===== config.mk =====
export PLATFORM = sky130hd
export DESIGN_NAME = slot_table_with_timeouts_core
export DESIGN_NICKNAME = d
export VERILOG_FILES = /design/src/design/stwt_pkg.sv /design/src/design/stwt_front.sv /design/src/design/stwt_back.sv /design/src/design/slot_table_with_timeouts_core.sv
export SDC_FILE = /design/constraint.sdc
export NUM_CORES = 2
export LEC_CHECK = 0
export ABC_AREA = 1
export BUFFER_PORTS_ARGS = -buffer_cell sky130_fd_sc_hd__clkbuf_2
export CAP_MARGIN = 20
export CORE_MARGIN = 3
export CORE_UTILIZATION = 35
export CTS_CLUSTER_SIZE = 24
export DETAILED_ROUTE_END_ITERATION = 8
export SYNTH_ARGS = -nofsm -noshare
export SYNTH_HDL_FRONTEND = slang
export SYNTH_SLANG_ARGS = --single-unit

===== constraint.sdc =====
create_clock -name clk -period 9.7 [get_ports clk]
set_clock_uncertainty 0.15 [all_clocks]
set_input_delay 0.97 -clock clk [delete_from_list [all_inputs] [get_ports clk]]
set_output_delay 0.97 -clock clk [all_outputs]
set_load 0.02 [all_outputs]

===== src/design/stwt_pkg.sv =====
// Shared types and constants for the slot table with timeouts.
// Used by stwt_front, stwt_back and slot_table_with_timeouts_core.
package stwt_pkg;

  // Table depth. The slot index and active count widths below are sized for it.
  localparam int SLOTS    = 16;

  localparam int CMD_W    = 2;
  localparam int DATA_W   = 32;
  localparam int TICKS_W  = 16;
  localparam int SLOT_W   = 4;
  localparam int ACTIVE_W = 5;

  localparam logic [TICKS_W-1:0] TIMEOUT_RESET = 16'd30000;

  // Command codes on the input channel.
  localparam logic [CMD_W-1:0] CMD_REGISTER   = 2'd0;
  localparam logic [CMD_W-1:0] CMD_UNREGISTER = 2'd1;
  localparam logic [CMD_W-1:0] CMD_TICK       = 2'd2;

  // Result kinds on the output channel.
  localparam logic [1:0] KIND_REGISTER   = 2'd0;
  localparam logic [1:0] KIND_UNREGISTER = 2'd1;
  localparam logic [1:0] KIND_EXPIRY     = 2'd2;

  typedef enum logic [1:0] {
    OP_REGISTER,
    OP_UNREGISTER,
    OP_TICK
  } op_t;

  // One queued command between the front and the back.
  typedef struct packed {
    op_t               op;
    logic [DATA_W-1:0] owner;
    logic [DATA_W-1:0] socket;
  } entry_t;

  typedef struct packed {
    logic [1:0]          kind;
    logic                ok;
    logic [SLOT_W-1:0]   slot;
    logic [DATA_W-1:0]   owner;
    logic [DATA_W-1:0]   socket;
    logic [ACTIVE_W-1:0] active_count;
    logic                last_flag;
  } result_t;

endpackage


===== src/design/stwt_front.sv =====
// Front end: takes input transfers, decodes the command and queues it.
// Depends on stwt_pkg for the command codes and the queue entry type.
module stwt_front
  import stwt_pkg::*;
(
  input  logic              clk,
  input  logic              rst,
  input  logic              in_valid,
  output logic              in_stall,
  input  logic [CMD_W-1:0]  cmd,
  input  logic [DATA_W-1:0] owner_id,
  input  logic [DATA_W-1:0] socket_handle,
  output logic              q_valid,
  output entry_t            q_head,
  input  logic              q_pop
);

  entry_t     ent [2];
  logic [1:0] count;
  logic       take;
  logic       push;
  entry_t     decoded;

  // The unused command code is taken from the channel and dropped here.
  always_comb begin
    decoded.owner  = owner_id;
    decoded.socket = socket_handle;
    decoded.op     = OP_TICK;
    push           = 1'b0;
    case (cmd)
      CMD_REGISTER: begin
        decoded.op = OP_REGISTER;
        push       = 1'b1;
      end
      CMD_UNREGISTER: begin
        decoded.op = OP_UNREGISTER;
        push       = 1'b1;
      end
      CMD_TICK: begin
        decoded.op = OP_TICK;
        push       = 1'b1;
      end
      default: push = 1'b0;
    endcase
  end

  assign in_stall = (count == 2'd2);
  assign take     = in_valid && !in_stall && push;
  assign q_valid  = (count != 2'd0);
  assign q_head   = ent[0];

  always_ff @(posedge clk) begin
    if (rst) begin
      count <= 2'd0;
    end else begin
      case ({take, q_pop && q_valid})
        2'b10: begin
          ent[count[0]] <= decoded;
          count         <= count + 2'd1;
        end
        2'b01: begin
          ent[0] <= ent[1];
          count  <= count - 2'd1;
        end
        2'b11: begin
          if (count == 2'd1) begin
            ent[0] <= decoded;
          end else begin
            ent[0] <= ent[1];
            ent[1] <= decoded;
          end
        end
        default: count <= count;
      endcase
    end
  end

endmodule


===== src/design/stwt_back.sv =====
// Back end: slot storage, lowest-free search, owner scan, tick scan and the
// output register. Depends on stwt_pkg for the entry and result types.
module stwt_back
  import stwt_pkg::*;
(
  input  logic               clk,
  input  logic               rst,
  input  logic [TICKS_W-1:0] timeout_ticks,
  input  logic               q_valid,
  input  entry_t             q_head,
  output logic               q_pop,
  output result_t            res,
  output logic               res_valid,
  input  logic               res_stall
);

  localparam int IW = (SLOTS > 1) ? $clog2(SLOTS) : 1;
  localparam int CW = $clog2(SLOTS + 1);

  typedef enum logic [1:0] {
    S_IDLE,
    S_REG,
    S_UNREG,
    S_TICK
  } state_t;

  state_t state;

  logic [DATA_W-1:0]  mem_owner  [SLOTS];
  logic [DATA_W-1:0]  mem_socket [SLOTS];
  logic [TICKS_W-1:0] mem_cnt    [SLOTS];

  logic [SLOTS-1:0]  valid_bits;
  logic [SLOTS-1:0]  zero_bits;
  logic [SLOTS-1:0]  exp_mask;
  logic [CW-1:0]     used;
  logic [DATA_W-1:0] cur_owner;
  logic [DATA_W-1:0] cur_socket;

  // Scan pipeline: iss is the next slot to read, rd_* is the slot just read.
  logic [CW-1:0]      iss;
  logic               rd_vld;
  logic [IW-1:0]      rd_idx;
  logic [DATA_W-1:0]  rd_owner;
  logic [DATA_W-1:0]  rd_socket;
  logic [TICKS_W-1:0] rd_cnt;

  logic               free_found;
  logic [IW-1:0]      free_idx;
  logic               out_free;
  logic               match;
  logic               exp_hit;
  logic [SLOTS-1:0]   exp_rest;
  logic               advance;
  logic               scan_done;
  logic               rd_en;
  logic               wr_new;
  logic               dec_we;
  logic               exp_emit;
  logic [CW-1:0]      used_inc;
  logic [CW-1:0]      used_dec;

  always_comb begin
    free_found = 1'b0;
    free_idx   = '0;
    for (int i = SLOTS - 1; i >= 0; i--) begin
      if (!valid_bits[i]) begin
        free_found = 1'b1;
        free_idx   = IW'(i);
      end
    end
  end

  assign out_free  = !res_valid || !res_stall;
  assign match     = rd_vld && valid_bits[rd_idx] && (rd_owner == cur_owner);
  assign exp_hit   = rd_vld && exp_mask[rd_idx];
  assign exp_rest  = exp_mask & ~(SLOTS'(1) << rd_idx);
  assign advance   = !(((state == S_UNREG) && match) || ((state == S_TICK) && exp_hit))
                     || out_free;
  assign scan_done = (iss == CW'(SLOTS)) && !rd_vld;
  assign rd_en     = ((state == S_UNREG) || (state == S_TICK)) && advance
                     && (iss < CW'(SLOTS));
  assign wr_new    = (state == S_REG) && out_free && free_found;
  assign dec_we    = (state == S_TICK) && rd_vld && !exp_mask[rd_idx] && valid_bits[rd_idx];
  assign exp_emit  = (state == S_TICK) && exp_hit && out_free;
  assign q_pop     = (state == S_IDLE) && q_valid;
  assign used_inc  = used + CW'(1);
  assign used_dec  = used - CW'(1);

  always_ff @(posedge clk) begin
    if (wr_new) begin
      mem_owner[free_idx]  <= cur_owner;
      mem_socket[free_idx] <= cur_socket;
      mem_cnt[free_idx]    <= timeout_ticks;
    end else if (dec_we) begin
      mem_cnt[rd_idx] <= rd_cnt - 16'd1;
    end
  end

  always_ff @(posedge clk) begin
    if (rd_en) begin
      rd_owner  <= mem_owner[iss[IW-1:0]];
      rd_socket <= mem_socket[iss[IW-1:0]];
      rd_cnt    <= mem_cnt[iss[IW-1:0]];
    end
  end

  // A zero flag per slot marks the slots that expire on the next tick.
  always_ff @(posedge clk) begin
    if (wr_new) begin
      zero_bits[free_idx] <= (timeout_ticks == '0);
    end else if (dec_we) begin
      zero_bits[rd_idx] <= (rd_cnt == 16'd1);
    end
  end

  always_ff @(posedge clk) begin
    if (rst) begin
      state      <= S_IDLE;
      valid_bits <= '0;
      used       <= '0;
      res_valid  <= 1'b0;
      rd_vld     <= 1'b0;
      iss        <= '0;
    end else begin
      if (out_free) begin
        res_valid <= 1'b0;
      end
      if (rd_en) begin
        rd_vld <= 1'b1;
        rd_idx <= iss[IW-1:0];
        iss    <= iss + CW'(1);
      end else if (advance) begin
        rd_vld <= 1'b0;
      end
      case (state)
        S_IDLE: begin
          if (q_valid) begin
            cur_owner  <= q_head.owner;
            cur_socket <= q_head.socket;
            iss        <= '0;
            rd_vld     <= 1'b0;
            exp_mask   <= valid_bits & zero_bits;
            case (q_head.op)
              OP_REGISTER:   state <= S_REG;
              OP_UNREGISTER: state <= S_UNREG;
              OP_TICK:       state <= S_TICK;
              default:       state <= S_IDLE;
            endcase
          end
        end
        S_REG: begin
          if (out_free) begin
            res_valid        <= 1'b1;
            res.kind         <= KIND_REGISTER;
            res.ok           <= free_found;
            res.slot         <= free_found ? SLOT_W'(free_idx) : '0;
            res.owner        <= '0;
            res.socket       <= '0;
            res.active_count <= free_found ? ACTIVE_W'(used_inc) : ACTIVE_W'(used);
            res.last_flag    <= 1'b1;
            if (free_found) begin
              valid_bits[free_idx] <= 1'b1;
              used                 <= used_inc;
            end
            state <= S_IDLE;
          end
        end
        S_UNREG: begin
          if (match) begin
            if (out_free) begin
              res_valid          <= 1'b1;
              res.kind           <= KIND_UNREGISTER;
              res.ok             <= 1'b1;
              res.slot           <= SLOT_W'(rd_idx);
              res.owner          <= '0;
              res.socket         <= '0;
              res.active_count   <= ACTIVE_W'(used_dec);
              res.last_flag      <= 1'b1;
              valid_bits[rd_idx] <= 1'b0;
              used               <= used_dec;
              rd_vld             <= 1'b0;
              state              <= S_IDLE;
            end
          end else if (scan_done && out_free) begin
            res_valid        <= 1'b1;
            res.kind         <= KIND_UNREGISTER;
            res.ok           <= 1'b0;
            res.slot         <= '0;
            res.owner        <= '0;
            res.socket       <= '0;
            res.active_count <= ACTIVE_W'(used);
            res.last_flag    <= 1'b1;
            state            <= S_IDLE;
          end
        end
        S_TICK: begin
          if (exp_hit) begin
            if (out_free) begin
              res_valid          <= 1'b1;
              res.kind           <= KIND_EXPIRY;
              res.ok             <= 1'b1;
              res.slot           <= SLOT_W'(rd_idx);
              res.owner          <= rd_owner;
              res.socket         <= rd_socket;
              res.active_count   <= ACTIVE_W'(used_dec);
              res.last_flag      <= (exp_rest == '0);
              valid_bits[rd_idx] <= 1'b0;
              used               <= used_dec;
              exp_mask           <= exp_rest;
            end
          end else if (scan_done) begin
            state <= S_IDLE;
          end
        end
        default: state <= S_IDLE;
      endcase
    end
  end

  a_used_matches: assert property (@(posedge clk) disable iff (rst)
    used == CW'($countones(valid_bits)))
    else $error("slot count disagrees with the valid bits");

  a_expiry_frees: assert property (@(posedge clk) disable iff (rst)
    exp_emit |=> !valid_bits[$past(rd_idx)])
    else $error("expired slot is still marked valid");

  a_idle_no_scan: assert property (@(posedge clk) disable iff (rst)
    (state == S_IDLE) |-> !rd_vld)
    else $error("scan read left in flight while idle");

endmodule


===== src/design/slot_table_with_timeouts_core.sv =====
// Slot table with aging timeouts: top level.
// Depends on stwt_pkg, stwt_front and stwt_back.
//
// Usage: the input channel (in_valid/in_stall) carries cmd, owner_id and
// socket_handle. Register takes the lowest free slot, unregister frees the
// lowest valid slot of a matching owner, and a tick ages every valid slot and
// expires those whose count was already zero. The output channel
// (out_valid/out_stall) carries one result per register or unregister and one
// expiry report per expired slot, in slot order, with last_flag on the final
// one. A tick with no expiry and the unused command code give no result.
// Timing: a two-entry queue sits between the input channel and the engine.
// Unregister and tick walk the slot storage one slot per cycle through a
// registered read port, stopping while a result waits on a stalled output.
// Reset empties the table and loads timeout_ticks with 30000. While out_stall
// holds a result back, the engine waits before giving the next one; the queue
// keeps taking transfers until it is full. The cfg channel is always ready
// and writes timeout_ticks.
module slot_table_with_timeouts_core
  import stwt_pkg::*;
(
  input  logic                clk,
  input  logic                rst,
  input  logic                cfg_valid,
  output logic                cfg_ready,
  input  logic [TICKS_W-1:0]  cfg_data,
  input  logic                in_valid,
  output logic                in_stall,
  input  logic [CMD_W-1:0]    cmd,
  input  logic [DATA_W-1:0]   owner_id,
  input  logic [DATA_W-1:0]   socket_handle,
  output logic                out_valid,
  input  logic                out_stall,
  output logic [1:0]          kind,
  output logic                ok,
  output logic [SLOT_W-1:0]   slot,
  output logic [DATA_W-1:0]   out_owner,
  output logic [DATA_W-1:0]   out_socket,
  output logic [ACTIVE_W-1:0] active_count,
  output logic                last_flag
);

  logic [TICKS_W-1:0] timeout_ticks;
  logic               q_valid;
  logic               q_pop;
  entry_t             q_head;
  result_t            res;

  assign cfg_ready = 1'b1;

  always_ff @(posedge clk) begin
    if (rst) begin
      timeout_ticks <= TIMEOUT_RESET;
    end else if (cfg_valid && cfg_ready) begin
      timeout_ticks <= cfg_data;
    end
  end

  stwt_front u_front (
    .clk           (clk),
    .rst           (rst),
    .in_valid      (in_valid),
    .in_stall      (in_stall),
    .cmd           (cmd),
    .owner_id      (owner_id),
    .socket_handle (socket_handle),
    .q_valid       (q_valid),
    .q_head        (q_head),
    .q_pop         (q_pop)
  );

  stwt_back u_back (
    .clk           (clk),
    .rst           (rst),
    .timeout_ticks (timeout_ticks),
    .q_valid       (q_valid),
    .q_head        (q_head),
    .q_pop         (q_pop),
    .res           (res),
    .res_valid     (out_valid),
    .res_stall     (out_stall)
  );

  assign kind         = res.kind;
  assign ok           = res.ok;
  assign slot         = res.slot;
  assign out_owner    = res.owner;
  assign out_socket   = res.socket;
  assign active_count = res.active_count;
  assign last_flag    = res.last_flag;

endmodule

==> reports/metrics.cfg <==
[worst_setup_path]
start_kind=register
cp_cell_sequence=nor2_2, nand2_1, nand4_1, nand2_1, nand2_1, nor2_2, nor2_4, nand3_4, inv_1, nand2_1, o21ai_2, nand2_2, nor2_1, buf_4
critPathCaptureType=register
worst_ep_arrival_time_ns=4.92
cpPeakStageDelay_ns=0.64
crit_start=u_back.rd_idx[0]
worstReg2RegStart=u_back.rd_idx[0]
criticalPathCategory=reg -> reg
cpMostUsedCell=nand2_1
required_ns=10.05
crit_slowest_cell=nor2_1
crit_fanout=32

[route]
routedWlPerCell_um=22.41
vias=40690
viasPerCell=5.236
finalWirelength_um=174100
drcViolationCount=0
drt_iter0_markers=3826
first_pass_iters=6
ant_nets=0

[layout]
area_growth_pct=14.12
layout-drive-gt1-share=0.1215
nets=5226

[yosys]
syn_nets=5085
synthDominantCellAreaShare=0.7505
yosys_warnings=0
synth_seq_cells=1717
synth_top_cell_by_area=edfxtp_1
synthDistinctLibCells=56
async_reset_ff_frac=0
synthTopCellsByCount=edfxtp_1 (1669), nor2_1 (842), o21ai_0 (716), nand2_1 (522), o22ai_1 (327)
synth.most_common_cell=edfxtp_1
synth-edff-count=1669
yosys-top-cells-area=edfxtp_1 (75%), o21ai_0 (5.4%), nor2_1 (4.7%), o22ai_1 (3.1%), nand2_1 (2.9%)
ys.flop_type=edfxtp_1
synthCells=4984
ys_seq_area_frac=0.7649
syn_area_sq_um=66780
avgSynthCellArea_sq_um=13.40

[sta]
finalHoldViolCount=0
tightest_slew_ns=1.136
slew_headroom=0.2426
fin_crit_ns=4.568
maxSlewViolCount=0
rsz0062_at_grt=no
finalCritPeriodShare=0.4709
setup_viol=0
setup_slack_ns=5.132
tns_ns=0
max_clock_freq_mhz=218.9

[floorplanning]
ios=167
num_rows=159
die_w_um=442.8
die_h_um=442.8
initial_utilization=0.3537
dieArea_sq_um=196100
coreArea_sq_um=188800

[placed_design]
gp_congestion=0.9453
portBuffers=165
pre_cts_ws_ns=5.156
dpl.hpwl_um=95250

[grt]
grt_pass1_wl_um=258200
grt_pass1_vias=39440
track_usage=0.1727
grt_start_max_net_pins=246
overflow=0
antenna_found_initial=1

[clocking]
cts_buffers=177
cts-root-buf=clkbuf_16
cts_resized=0
htreeDepth=4
cts_tree=yes
cts_hold_buffers=0
cts_setup_buffers=0
numClockSinks=1717
clockBufferDepth=3
clk_pin_slew_ns=0.06
clk_latency_ns=0.81

[power_and_ir_drop]
power.density_nw_per_um2=261.6
vdd_ir_drop_max_mv=0.1977
leakage_nw=25.23

[status]
status=complete, no violations

[worst_hold_path]
holdCritPathClass=in -> reg
min_from=socket_handle[0]

[flow_run]
cap_violations=0

==> cells by family (layout without fill, tap and decap cells) <==
family / after synthesis / after routing / synth area share
AO/OA/AOI/OAI: 1102 / 1102 / 0.09051
XOR/XNOR: 44 / 44 / 0.005770
adder cells (fa/ha/maj): 14 / 14 / 0.002623
buffers and inverters: 454 / 745 / 0.02674
flip-flops: 1717 / 1717 / 0.7649
multiplexers: 64 / 64 / 0.01079
other: 1 / 2 / 0.00005615
AND/OR/NAND/NOR: 1588 / 1588 / 0.09866
==> registers in the layout, summed over array words and instances, names as in the netlist, 2 cells and up <==
signal             count
u_back.used            5
u_back.mem_owner     512
timeout_ticks         16
u_back.cur_owner      32
u_back.valid_bits     16
u_back.rd_cnt         16
u_back.mem_socket    512
u_back.iss             5
u_back.exp_mask       16
u_back.mem_cnt       256
u_back.cur_socket     32
u_back.rd_idx          4
u_back.zero_bits      16
u_back.rd_owner       32
u_back.res            77
u_back.state           2
u_front.ent          132
u_back.rd_socket      32
u_front.count          2
==> path summary, 6_finish.rpt <==
check                               end  slack (ns)  cells after the start
hold / removal        u_front.ent[1][0]        0.20                      1
hold reg to reg     u_back.cur_owner[0]        0.27                      0
setup / recovery  u_back.mem_cnt[13][4]        5.13                     14
setup reg to reg  u_back.mem_cnt[13][4]        5.13                     14
==> per-stage QoR <==
step                power, mW  hold WS, ns  cells    util  area, sq um
floorplan               12.01       0.2503   4984       -        66780
global placement        13.30       0.2512   7440  0.3729        70400
detailed placement      13.36       0.2545   7441  0.3729        70410
CTS                     20.13       0.1372   7770  0.4037        76210
global route            20.83       0.1543   7771  0.4037        76210
finish                  19.94       0.2028   7771  0.4037        76210
==> final cells by class <==
type                            instances  area (sq um)
Multi-Input combinational cell       2813         14050
Antenna cell                            1         2.502
Clock inverter                        113          1162
Inverter                              167         669.4
Clock buffer                          216          4639
Fill cell                           17350        112600
Tap cell                             2495          3122
Timing Repair Buffer                  249          1481
Sequential cell                      1717         51090
==> critical path: cells and delay by family (launching register included) <==
kind	cells	cell delay (ns)
AOI/OAI and AO/OA	1	0.13
DFF	1	0.54
buffers and inverters	2	0.96
and+or+nand+nor	11	2.47
==> placed cells by master (no fill, tap or decap), drive strengths merged, types with 64 or more instances in the layout <==
master | Yosys | layout
nand4 | 120 | 120
edfxtp | 1669 | 1669
inv | 162 | 169
o22ai | 327 | 327
mux2 | 64 | 64
nor2 | 854 | 854
clkbuf | 252 | 381
o21ai | 721 | 721
clkinv | 5 | 87
buf | 35 | 84
nand2 | 535 | 535
==> report_power, final <==
part           switching [mW]  internal, mW  total [mW]
Clock                    2.87          3.90        6.77
Combinational            2.49          1.03        3.52
Sequential              0.537          9.11        9.65
==> routing by layer <==
metal  vias up  routed length, um  GRT usage
met5         -                  0          0
met4         0               5217    0.05660
met3       260              10060    0.02478
met2      1395              87310     0.2967
met1     20470              71550     0.2249
li1      18570                  -          -
(Power assumes the default switching activity.)
